## config.mk

```make
export PLATFORM = sky130hd
export DESIGN_NAME = binary_to_radix_ascii
export DESIGN_NICKNAME = d
export VERILOG_FILES = /design/src/btra_pkg.sv /design/src/btra_ctrl.sv /design/src/btra_dpath.sv /design/src/binary_to_radix_ascii.sv
export SDC_FILE = /design/constraint.sdc
export NUM_CORES = 1
export LEC_CHECK = 0
export BUFFER_PORTS_ARGS = -buffer_cell sky130_fd_sc_hd__buf_2
export CORE_AREA = 4 4 230 232
export DETAILED_ROUTE_END_ITERATION = 12
export DIE_AREA = 0 0 234 236
export GPL_TIMING_DRIVEN = 0
export REMOVE_ABC_BUFFERS = 1
export SYNTH_ARGS = -nofsm -noshare
export SYNTH_HDL_FRONTEND = slang
export SYNTH_SLANG_ARGS = --single-unit
```

## constraint.sdc

```tcl
create_clock -name clk -period 8.3 [get_ports clk]
set_input_delay 1.66 -clock clk [delete_from_list [all_inputs] [get_ports clk]]
set_output_delay 1.66 -clock clk [all_outputs]
set_load 0.05 [all_outputs]
```

## src/btra_pkg.sv

```systemverilog
package btra_pkg;

  // value width and digit store geometry
  localparam int VALUE_BITS  = 64;
  localparam int DIGIT_DEPTH = VALUE_BITS;
  localparam int ADDR_W      = $clog2(DIGIT_DEPTH);
  localparam int COUNT_W     = $clog2(DIGIT_DEPTH + 1);
  localparam int BIT_CNT_W   = $clog2(VALUE_BITS);

  // radix limits and character codes
  localparam logic [5:0] RADIX_MIN = 6'd2;
  localparam logic [5:0] RADIX_MAX = 6'd36;
  localparam logic [5:0] DIGIT_TEN = 6'd10;
  localparam logic [6:0] CHAR_ZERO = 7'd48;
  localparam logic [6:0] CHAR_A    = 7'd65;

  typedef struct packed {
    logic [63:0] value;
    logic [5:0]  radix;
  } in_t;

  typedef struct packed {
    logic [6:0] ascii_char;
    logic       last;
  } out_t;

  typedef enum logic [2:0] {
    ST_IDLE,
    ST_DIV,
    ST_STORE,
    ST_READ,
    ST_LOAD
  } state_t;

  // controller to datapath
  typedef struct packed {
    logic load;
    logic div_step;
    logic store_digit;
    logic read_digit;
    logic load_out;
  } cmd_t;

  // datapath to controller
  typedef struct packed {
    logic bit_last;
    logic div_done;
    logic emit_last;
    logic out_free;
  } status_t;

  // remainder to ascii digit or uppercase letter
  function automatic logic [6:0] digit_char(input logic [5:0] d);
    logic [6:0] c;
    if (d >= DIGIT_TEN) begin
      c = {1'b0, d - DIGIT_TEN} + CHAR_A;
    end else begin
      c = {1'b0, d} + CHAR_ZERO;
    end
    return c;
  endfunction

endpackage

```

## src/btra_ctrl.sv

```systemverilog
module btra_ctrl (
  input  logic               clk,
  input  logic               rst,
  input  logic               in_valid,
  output logic               in_ready,
  input  btra_pkg::status_t  status,
  output btra_pkg::cmd_t     cmd
);
  import btra_pkg::*;

  state_t state, state_next;

  // state register
  always_ff @(posedge clk) begin
    if (rst) begin
      state <= ST_IDLE;
    end else begin
      state <= state_next;
    end
  end

  // next state and commands
  always_comb begin
    state_next = state;
    cmd        = '0;
    in_ready   = 1'b0;
    unique case (state)
      ST_IDLE: begin
        in_ready = 1'b1;
        if (in_valid) begin
          cmd.load   = 1'b1;
          state_next = ST_DIV;
        end
      end
      ST_DIV: begin
        cmd.div_step = 1'b1;
        if (status.bit_last) begin
          state_next = ST_STORE;
        end
      end
      ST_STORE: begin
        cmd.store_digit = 1'b1;
        state_next = status.div_done ? ST_READ : ST_DIV;
      end
      ST_READ: begin
        cmd.read_digit = 1'b1;
        state_next = ST_LOAD;
      end
      ST_LOAD: begin
        if (status.out_free) begin
          cmd.load_out = 1'b1;
          state_next = status.emit_last ? ST_IDLE : ST_READ;
        end
      end
      default: begin
        state_next = ST_IDLE;
      end
    endcase
  end

endmodule

```

## src/btra_dpath.sv

```systemverilog
module btra_dpath (
  input  logic               clk,
  input  logic               rst,
  input  btra_pkg::cmd_t     cmd,
  output btra_pkg::status_t  status,
  input  btra_pkg::in_t      in_data,
  output logic               out_valid,
  input  logic               out_ready,
  output btra_pkg::out_t     out_data
);
  import btra_pkg::*;

  localparam logic [BIT_CNT_W-1:0] BIT_LAST   = BIT_CNT_W'(VALUE_BITS - 1);
  localparam logic [COUNT_W-1:0]   COUNT_FULL = COUNT_W'(DIGIT_DEPTH - 1);

  logic [VALUE_BITS-1:0] quotient;
  logic [5:0]            partial_rem;
  logic [5:0]            radix_sat;
  logic [BIT_CNT_W-1:0]  bit_cnt;
  logic [COUNT_W-1:0]    digit_count;
  logic [COUNT_W-1:0]    emit_idx;
  logic [5:0]            digit_store [DIGIT_DEPTH];
  logic [5:0]            rd_digit;
  out_t                  out_reg;

  logic [6:0]            rem_shift;
  logic                  rem_ge;
  logic [6:0]            rem_sub;
  logic [5:0]            radix_in;
  logic [COUNT_W-1:0]    rd_addr;

  // clamp the incoming radix to the supported range
  always_comb begin
    if (in_data.radix < RADIX_MIN) begin
      radix_in = RADIX_MIN;
    end else if (in_data.radix > RADIX_MAX) begin
      radix_in = RADIX_MAX;
    end else begin
      radix_in = in_data.radix;
    end
  end

  // one restoring division step
  assign rem_shift = {partial_rem, quotient[VALUE_BITS-1]};
  assign rem_ge    = rem_shift >= {1'b0, radix_sat};
  assign rem_sub   = rem_shift - {1'b0, radix_sat};

  // digits come out most significant first
  assign rd_addr = digit_count - 1'b1 - emit_idx;

  assign status.bit_last  = bit_cnt == BIT_LAST;
  assign status.div_done  = (quotient == '0) || (digit_count == COUNT_FULL);
  assign status.emit_last = emit_idx == (digit_count - 1'b1);
  assign status.out_free  = !out_valid || out_ready;

  // divider and counters
  always_ff @(posedge clk) begin
    if (rst) begin
      quotient    <= '0;
      partial_rem <= '0;
      bit_cnt     <= '0;
      digit_count <= '0;
      emit_idx    <= '0;
    end else begin
      if (cmd.load) begin
        quotient    <= in_data.value[VALUE_BITS-1:0];
        radix_sat   <= radix_in;
        partial_rem <= '0;
        bit_cnt     <= '0;
        digit_count <= '0;
      end
      if (cmd.div_step) begin
        quotient    <= {quotient[VALUE_BITS-2:0], rem_ge};
        partial_rem <= rem_ge ? rem_sub[5:0] : rem_shift[5:0];
        bit_cnt     <= bit_cnt + 1'b1;
      end
      if (cmd.store_digit) begin
        digit_count <= digit_count + 1'b1;
        partial_rem <= '0;
        bit_cnt     <= '0;
        emit_idx    <= '0;
      end
      if (cmd.load_out) begin
        emit_idx <= emit_idx + 1'b1;
      end
    end
  end

  // digit memory, one write and one registered read
  always_ff @(posedge clk) begin
    if (cmd.store_digit) begin
      digit_store[digit_count[ADDR_W-1:0]] <= partial_rem;
    end
    if (cmd.read_digit) begin
      rd_digit <= digit_store[rd_addr[ADDR_W-1:0]];
    end
  end

  // output register
  always_ff @(posedge clk) begin
    if (rst) begin
      out_valid <= 1'b0;
    end else if (cmd.load_out) begin
      out_valid <= 1'b1;
    end else if (out_ready) begin
      out_valid <= 1'b0;
    end
  end

  always_ff @(posedge clk) begin
    if (cmd.load_out) begin
      out_reg.ascii_char <= digit_char(rd_digit);
      out_reg.last       <= status.emit_last;
    end
  end

  assign out_data = out_reg;

endmodule

```

## src/binary_to_radix_ascii.sv

```systemverilog
// binary to radix ascii converter
// input beat: in_data.value (unsigned) and in_data.radix, taken on in_valid
// and in_ready; a radix below 2 acts as 2, above 36 as 36
// output beats: one ascii character per beat on out_data, most significant
// digit first, digits 0-9 then A-Z; out_data.last marks the final character
// a zero value gives a single '0' beat with last set
// operation: each digit comes from the bit-serial divider, one quotient bit
// per cycle, after which the remainder is stored as the digit; once the last
// digit is stored, each character is read from the digit memory and then
// loaded into the output register once the output slot is free
// one item is converted at a time: in_ready is high only while the block is
// idle; the next item may be taken while the last character still waits
// when out_ready is low the output register holds its beat and the emit
// sequence pauses until the slot frees up
// reset (rst, synchronous) returns the controller to idle and drops out_valid
module binary_to_radix_ascii (
  input  logic            clk,
  input  logic            rst,
  input  logic            in_valid,
  output logic            in_ready,
  input  btra_pkg::in_t   in_data,
  output logic            out_valid,
  input  logic            out_ready,
  output btra_pkg::out_t  out_data
);
  import btra_pkg::*;

  cmd_t    cmd;
  status_t status;

  // sequencing
  btra_ctrl u_ctrl (
    .clk      (clk),
    .rst      (rst),
    .in_valid (in_valid),
    .in_ready (in_ready),
    .status   (status),
    .cmd      (cmd)
  );

  // divider, digit memory and output register
  btra_dpath u_dpath (
    .clk       (clk),
    .rst       (rst),
    .cmd       (cmd),
    .status    (status),
    .in_data   (in_data),
    .out_valid (out_valid),
    .out_ready (out_ready),
    .out_data  (out_data)
  );

endmodule

```

==> impl_metrics.toml, run 1 <==
[global_route]
grt_first_pass_wirelength_um = 67600
grtUsageTotal_pct = 15.8
grt_pass1_vias = 11647
grt_max_degree = 86
antenna_found_initial = 1
overflow = 0

[final_layout]
area_growth_pct = 14.2
final_nets = 1556
diodes = 0
drive_above_1_share_pct = 19.5

[cts]
cts_hold_buf = 0
cts_resized = 0
path_clk_slew_ns = 0.06
cts_max_path_buffers = 3
cts_tree = "yes"
clock_latency_ns = 0.59
cts-root-buf = "clkbuf_16"
cts_buffers = 52
numClockSinks = 498
h-tree-depth = 2
cts_setup_buffers = 0

[placement]
gp_congestion = 0.778
portBuffers = 83
hpwl_um = 28400

[floorplan]
fp.coreArea_um2 = 51000
die_area_um2 = 55200
die_w_um = 234
start_util_pct = 40.6
top_level_ports = 84
dieHeight_um = 236
rows = 83

[synth]
syn_area_um2 = 20700
ys_async_sr_fraction_pct = 0
synth_seq_cells = 498
avgSynthCellArea_um2 = 15.0
yosys.cell_types.count = 50
yosysSeqAreaShare_pct = 67.7
ys_warn_count = 0
ys.flop_type = "edfxtp_1"
synth_edf_count = 404
postSynthCellCount = 1381

[pwr]
peakVddDrop_uv = 139
power_leakage_nw = 8.70
total_power_mw = 5.44
p_per_area_nw_per_um2 = 230

[routing]
via_per_inst = 5.29
drt_pre_antenna_iters = 5
wl_per_cell_um = 19.9
route.detailed.drc = 0
routed_wl_um = 43500
ant_nets = 0
drt_iter0_drc = 964
num_vias = 11538

[timing]
post-route-period-util_pct = 53.2
slew_violations = 0
rsz0062_at_grt = "no"
fmax_mhz = 226
fin_setup_tns_ns = 0
clock_skew_ns = 0.0199
finalSetupViolations = 0
hold_slack_ns = 0.472
maxSlewHeadroom_pct = 19.0
post-route-min-period_ns = 4.42
hold_viol = 0
worstMarginPinSlew_ns = 1.22

[worst_setup_path]
critPathArrivalTime_ns = 4.71
critPathMaxFanout = 56
start_kind = "flop"
setup.worst_path.end_class = "flop"
r2r_cells = 10
worst-r2r-setup-slack_ns = 3.88
regToRegStartpoint = "u_dpath.digit_count[0]$_SDFFE_PP0P_"
crit_type = "flop to flop"
cp.required_ns = 8.59
r2r-end = "u_dpath.rd_digit[4]$_DFFE_PP_"

[worst_hold_path]
hold_depth = 2
hp-start = "u_dpath.quotient[12]$_SDFFE_PP0P_"
hold_class = "flop to flop"
hold_end = "u_dpath.quotient[12]$_SDFFE_PP0P_"

[outcome]
status = "finished, final reports clean"

[run]
drv_cap = 0
## cell families after synthesis
| family | synth area share [%] |
|---|---|
| flip-flops | 67.7 |
| multiplexers | 14.9 |
| adder cells (fa/ha/maj) | 1.52 |
| XOR/XNOR | 1.05 |
| buffers and inverters | 2.24 |
| AND/OR/NAND/NOR | 9.55 |
| AO/OA/AOI/OAI | 3.08 |
## cells in the mapped netlist, types with 16 or more instances
cell type | number | area (um2)
edfxtp_1 | 404 | 12100
o21ai_0 | 24 | 120
dfxtp_1 | 94 | 1880
nor2_1 | 257 | 965
a22oi_1 | 17 | 128
mux4_2 | 98 | 2210
ha_1 | 22 | 275
nand3_1 | 21 | 105
xnor2_1 | 18 | 158
nand2_1 | 59 | 221
buf_2 | 16 | 80.1
nor4_1 | 65 | 407
mux2i_1 | 81 | 811
clkbuf_1 | 42 | 158
inv_1 | 26 | 97.6
a21oi_1 | 45 | 225
## final cells by class
type                    instances  area [um2]
clock buffers                  71        1450
fillers                      4400       27300
clock inverters                26         185
inverters                      26        97.6
multi-input cells             782        6290
flip-flops and latches        498       14000
repair buffers                 98         753
well taps                     680         851
## how the worst max path moves through the flow
stage                     slack, ns  cells after the start                                 from                            end
final                          3.88                     10  u_dpath.digit_count[0]$_SDFFE_PP0P_  u_dpath.rd_digit[4]$_DFFE_PP_
after global routing           3.66                     10  u_dpath.digit_count[0]$_SDFFE_PP0P_  u_dpath.rd_digit[4]$_DFFE_PP_
after CTS                      3.84                     10  u_dpath.digit_count[0]$_SDFFE_PP0P_  u_dpath.rd_digit[4]$_DFFE_PP_
after detailed placement       3.85                     10  u_dpath.digit_count[0]$_SDFFE_PP0P_  u_dpath.rd_digit[4]$_DFFE_PP_
after global placement        -0.24                     11  u_dpath.digit_count[0]$_SDFFE_PP0P_  u_dpath.rd_digit[5]$_DFFE_PP_
after floorplan                2.33                      6  u_dpath.digit_count[0]$_SDFFE_PP0P_  u_dpath.rd_digit[4]$_DFFE_PP_
## power by group
| group | internal (mW) | leakage (nW) | switching [mW] |
|---|---|---|---|
| Clock | 1.28 | 0.794 | 0.939 |
| Combinational | 0.172 | 3.02 | 0.254 |
| Sequential | 2.74 | 4.89 | 0.0552 |
## per-layer routing
layer / GRT usage [%] / vias up / part of all wire [%]
li1: - / 5427 / -
met1: 21.4 / 5791 / 43
met2: 26.1 / 247 / 50
met3: 3.07 / 73 / 4.7
met4: 4.48 / 0 / 2.5
met5: 0 / - / 0
## sequential cells by signal, indices dropped and copies added, names as in the netlist, 6 cells and up
signal and cells:
u_dpath.bit_cnt 6, u_dpath.out_data 8, u_dpath.emit_idx 7, u_dpath.radix_sat 6
u_dpath.digit_count 7, u_dpath.rd_digit 6, u_dpath.quotient 64, u_dpath.partial_rem 6
u_dpath.digit_store 384
## stage by stage
stage          instance area [um2]  setup WS (ns)  cells  utilization (%)
2_1_floorplan                20300           2.33   1306                -
3_3_place_gp                 21600         -0.239   2069             42.4
6_report                     23600           3.88   2181             46.4
3_5_place_dp                 22000           3.85   2084             43.2
5_1_grt                      23600           3.66   2181             46.4
4_1_cts                      23600           3.84   2181             46.4
## critical path: stages (launching register included)
cell	delay (ns)
dfxtp_1	0.51
inv_1	0.16
ha_1	0.34
inv_1	0.09
fa_4	1.22
buf_16	0.37
mux4_2	0.42
mux4_2	0.48
nor2b_1	0.14
a211oi_1	0.24
a31oi_1	0.12
## cells in the final DEF, fill, tap and decap left out, types with 5 or more instances in the layout
cell type,Yosys,final
nand2_1,59,57
clkinv_1,0,12
buf_12,0,6
nand4_1,5,5
clkbuf_16,0,54
nor2b_1,8,8
a22oi_1,17,17
nor2_1,257,256
buf_2,16,82
nor4_1,65,65
clkinv_2,0,8
buf_16,0,7
dfxtp_1,94,88
mux4_2,98,98
dfxtp_2,0,6
o21ai_0,24,24
a21oi_1,45,45
xnor2_1,18,17
mux2_2,5,5
inv_1,26,26
clkbuf_1,42,14
mux2i_1,81,81
nand3_1,21,21
edfxtp_1,404,404
ha_1,22,21
Note: power is estimated with default switching activity, not from simulation.
==> run 2: changes to the inputs <==
==> constraint.sdc (replaced) <==
create_clock -name clk -period 4.5 [get_ports clk]
set_input_delay 0.9 -clock clk [delete_from_list [all_inputs] [get_ports clk]]
set_output_delay 0.9 -clock clk [all_outputs]
set_load 0.05 [all_outputs]
==> run 2 against run 1 <==
Compared with the run above: setup slack got worse by 3.7 ns; critical path depth unchanged; core utilization hardly changed; critical endpoint unchanged; clock power up 84%; global-route usage unchanged; flip-flop and latch count stayed put; critical path type unchanged; cell count barely moved; sequential share of layout area down 0.050 points; via count increased by 0.16%.
==> impl_metrics.toml, run 2 (synthesis results as in run 1) <==
[cts]
numClockSinks = 498
cts_buffers = 52
cts_hold_buf = 0
path_clk_slew_ns = 0.06
cts_max_path_buffers = 3
cts-root-buf = "clkbuf_16"
h-tree-depth = 2
clock_latency_ns = 0.59
cts_tree = "yes"

[final_layout]
area_growth_pct = 14.3
final_util_pct = 46.4
fin_area_um2 = 23700
largest_reg_flops = 384
final_nets = 1557
final_common_cell = "edfxtp_1"
final_cell_mix = "edfxtp_1 (404), nor2_1 (256), mux4_2 (98)"
diodes = 0
drive_above_1_share_pct = 19.6
finalNonFillerCells = 2182

[worst_setup_path]
cp.required_ns = 4.79
crit_type = "flop to flop"
setup.worst_path.end_class = "flop"
critPathMaxFanout = 56
critPathArrivalTime_ns = 4.57
start_kind = "flop"

[timing]
clock_skew_ns = 0.0205
post-route-min-period_ns = 4.28
post-route-period-util_pct = 95.0
slew_violations = 0
maxSlewHeadroom_pct = 18.1
worstMarginPinSlew_ns = 1.23
rsz0062_at_grt = "no"
finalSetupViolations = 0
fmax_mhz = 234
hold_viol = 0

[worst_hold_path]
hold_class = "flop to flop"

[pwr]
peakVddDrop_uv = 259
power_leakage_nw = 8.63
p_per_area_nw_per_um2 = 424
total_power_mw = 10.0

[routing]
routed_wl_um = 43600
ant_nets = 0
route.detailed.drc = 0
wl_per_cell_um = 20.0
drt_iter0_drc = 996
num_vias = 11556
via_per_inst = 5.30
drt_pre_antenna_iters = 5

[placement]
dp_cells = 2084
hpwl_um = 28400
gp_congestion = 0.778
portBuffers = 83
dpl_cell_area_um2 = 22000

[global_route]
antenna_found_initial = 1
grt_pass1_vias = 11647
overflow = 0
grt_first_pass_wirelength_um = 67600
grt_max_degree = 86
grtUsageTotal_pct = 15.8

[floorplan]
rows = 83
start_util_pct = 40.6
top_level_ports = 84
dieHeight_um = 236
die_w_um = 234
die_area_um2 = 55200
fp.coreArea_um2 = 51000

[run]
drv_cap = 0

[outcome]
status = "finished, final reports clean"
==> run 2: cell count changes in the layout (fill, tap and decap cells not counted), sizes merged <==
cell  delta
buf      +1
==> run 2: path summary, 6_finish.rpt <==
kind	start	endpoint	slack, ns	depth (start not counted)
worst max-delay path	u_dpath.digit_count[0]$_SDFFE_PP0P_	u_dpath.rd_digit[4]$_DFFE_PP_	0.22	10
worst min-delay path	u_dpath.quotient[12]$_SDFFE_PP0P_	u_dpath.quotient[12]$_SDFFE_PP0P_	0.47	2
worst min register to register	u_dpath.quotient[12]$_SDFFE_PP0P_	u_dpath.quotient[12]$_SDFFE_PP0P_	0.47	2
worst max register to register	u_dpath.digit_count[0]$_SDFFE_PP0P_	u_dpath.rd_digit[4]$_DFFE_PP_	0.22	10
==> run 2: layout make-up <==
| cell class | count | area (um2) |
|---|---|---|
| Clock buffer | 71 | 1450 |
| Clock inverter | 26 | 185 |
| Fill cell | 4399 | 27300 |
| Inverter | 26 | 97.6 |
| Multi-Input combinational cell | 782 | 6290 |
| Sequential cell | 498 | 14000 |
| Tap cell | 680 | 851 |
| Timing Repair Buffer | 99 | 773 |
==> run 2: routing by layer <==
metal	track usage, %	part of all wire (%)	up-vias
met2	26.1	50	217
met4	4.48	2.5	0
met1	21.4	44	5834
li1	-	-	5434
met3	3.07	4.2	71
met5	0	0	-
==> run 2: power breakdown <==
group | internal [mW] | switching (mW)
Combinational | 0.315 | 0.468
Sequential | 5.05 | 0.103
Clock | 2.36 | 1.74
==> run 2: through the flow <==
step	setup TNS [ns]	setup WS [ns]	hold WS, ns
after floorplan	-7.96	-1.47	0.443
after global placement	-41.57	-4.04	0.458
after detailed placement	0	0.0508	0.463
after CTS	0	0.0379	0.474
after global routing	0	0.0150	0.500
final	0	0.223	0.471
==> run 2: repair_timing <==
action | 4_1_cts | 5_1_grt
resized for setup | 0 | 0
setup buffers | 0 | 1
endpoints found under the setup margin | 0 | 2
==> run 2: worst max-delay path, stage by stage, from the launching register on <==
cell,delay (ns)
dfxtp_1,0.51
inv_1,0.16
ha_1,0.34
inv_1,0.09
fa_4,1.09
buf_16,0.34
mux4_2,0.42
mux4_2,0.48
nor2b_1,0.14
a211oi_1,0.24
a31oi_1,0.12
==> run 3: changes to the inputs <==
--- a/config.mk
+++ b/config.mk
@@ -6,10 +6,11 @@
 export NUM_CORES = 1
 export LEC_CHECK = 0
 export BUFFER_PORTS_ARGS = -buffer_cell sky130_fd_sc_hd__buf_2
-export CORE_AREA = 4 4 230 232
+export CORE_AREA = 4 4 191 193
 export DETAILED_ROUTE_END_ITERATION = 12
-export DIE_AREA = 0 0 234 236
+export DIE_AREA = 0 0 195 197
 export GPL_TIMING_DRIVEN = 0
+export PLACE_DENSITY = 0.77
 export REMOVE_ABC_BUFFERS = 1
 export SYNTH_ARGS = -nofsm -noshare
 export SYNTH_HDL_FRONTEND = slang
==> run 3 against run 2 <==
Compared with the run above: first-iteration DRC count grew 34%; cell count shrank 11%; sequential share of layout area grew 1.0 points; critical path depth is the same; critical endpoint unchanged.
==> impl_metrics.toml, run 3 (synthesis results as in run 1) <==
[outcome]
status = "finished, final reports clean"

[cts]
cts_buffers = 48
cts_tree = "yes"
clock_latency_ns = 0.55
cts_max_path_buffers = 3
h-tree-depth = 2
path_clk_slew_ns = 0.06
cts_resized = 0
numClockSinks = 498
cts-root-buf = "clkbuf_16"

[global_route]
grtUsageTotal_pct = 22.4
grt_pass1_vias = 11903
grt_max_degree = 61
antenna_found_initial = 1
overflow = 0
grt_first_pass_wirelength_um = 67500

[floorplan]
die_area_um2 = 38400
rows = 68
top_level_ports = 84
start_util_pct = 59.9
die_w_um = 195
fp.coreArea_um2 = 34500
dieHeight_um = 197

[routing]
wl_per_cell_um = 22.0
route.detailed.drc = 0
num_vias = 11834
routed_wl_um = 43000
via_per_inst = 6.07
drt_pre_antenna_iters = 7
ant_nets = 0
drt_iter0_drc = 1336

[pwr]
peakVddDrop_uv = 305
swShare_pct = 22.5
p_int_mw = 7.52
pwr-share-clk_pct = 38.8
p_switching_mw = 2.19
p_per_area_nw_per_um2 = 417
seqPwrFrac_pct = 53.1
total_power_mw = 9.71
power_leakage_nw = 8.58
combPwrFrac_pct = 8.1

[timing]
worstMarginPinSlew_ns = 1.35
post-route-min-period_ns = 4.37
fmax_mhz = 229
finalSetupViolations = 0
slew_violations = 0
rsz0062_at_grt = "no"
hold_viol = 0
clock_skew_ns = 0.0243
post-route-period-util_pct = 97.0
maxSlewHeadroom_pct = 9.69

[final_layout]
drive_above_1_share_pct = 19.1
largest_reg_flops = 384
area_growth_pct = 12.4
final_common_cell = "edfxtp_1"
final_cell_mix = "edfxtp_1 (404), nor2_1 (257), mux4_2 (98)"
fin_area_um2 = 23300
final_nets = 1555

[placement]
portBuffers = 83
gp_congestion = 0.801
dpl_cell_area_um2 = 21800
hpwl_um = 27100

[worst_setup_path]
crit_type = "flop to flop"
crit_path_top_delay_cell = "fa_4"
setup.worst_path.end_class = "flop"
cp_cell_sequence = "inv_1 -> ha_1 -> inv_1 -> fa_4 -> buf_16 -> mux4_2 -> mux4_2 -> nor2b_1 -> a211oi_1 -> a31oi_1"
critPathMaxStageDelay_ns = 1.17
critPathArrivalTime_ns = 4.61
critPathMaxFanout = 48
start_kind = "flop"
cp.required_ns = 4.74

[run]
drv_cap = 0

[worst_hold_path]
hold_class = "flop to flop"
run 3: cell count changes in the layout (fill, tap and decap cells not counted), sizes merged:
cell      change
inv           -1
clkinv        -1
diode         +1
buf           +2
clkinvlp      -2
clkbuf        -6
run 3: repair_timing:
item	in CTS	in global routing
buffers inserted	1	0
hold buffers	0	0
setup endpoints to repair	1	0
run 3: worst max-delay path, delay by kind of cell (launching register included):
kind	cells	cell delay (ns)
compound gates	2	0.36
fa+ha+maj	2	1.50
buf+inv	3	0.56
flops	1	0.52
mux	2	0.91
simple gates	1	0.15
run 3: through the flow:
step | setup WS, ns | hold slack [ns] | utilization, % | setup TNS (ns) | cells
global route | 0.0482 | 0.491 | 67.3 | 0 | 1950
CTS | 0.147 | 0.477 | 67.3 | 0 | 1949
detailed placement | 0.0151 | 0.467 | 63.0 | 0 | 1861
global placement | -4.10 | 0.459 | 61.7 | -32.27 | 1844
finish | 0.134 | 0.476 | 67.3 | 0 | 1950
floorplan | -1.47 | 0.443 | - | -7.96 | 1306
run 3: per-layer routing:
layer  vias up  track usage, %  wire [um]
met5         -               0          0
met4         0            6.39       1070
met3        75            3.68       2790
met2       422            38.5      22100
met1      5925            30.2      17000
li1       5412               -          -
run 3: worst paths after layout:
path | from | slack, ns | to | cells after the start
worst max-delay path | u_dpath.digit_count[0]$_SDFFE_PP0P_ | 0.13 | u_dpath.rd_digit[4]$_DFFE_PP_ | 10
worst min-delay path | u_dpath.quotient[7]$_SDFFE_PP0P_ | 0.48 | u_dpath.quotient[7]$_SDFFE_PP0P_ | 2
worst max register to register | u_dpath.digit_count[0]$_SDFFE_PP0P_ | 0.13 | u_dpath.rd_digit[4]$_DFFE_PP_ | 10
worst min register to register | u_dpath.quotient[7]$_SDFFE_PP0P_ | 0.48 | u_dpath.quotient[7]$_SDFFE_PP0P_ | 2
run 3: area by class of cell:
type	count	area (um2)
Sequential cell	498	14000
Fill cell	2314	11300
Multi-Input combinational cell	782	6290
Clock buffer	65	1310
Timing Repair Buffer	101	807
Tap cell	455	569
Clock inverter	22	161
Inverter	26	97.6
Antenna cell	1	2.50
run 3: power groups by stage:
stage | sequential, mW | clock (mW) | combinational (mW)
4_1_cts | 5.15 | 3.81 | 0.786
2_1_floorplan | 5.23 | 0 | 0.541
6_report | 5.15 | 3.77 | 0.785
3_5_place_dp | 5.24 | 0 | 0.776
3_3_place_gp | 5.26 | 0 | 0.742
5_1_grt | 5.16 | 4.05 | 0.866
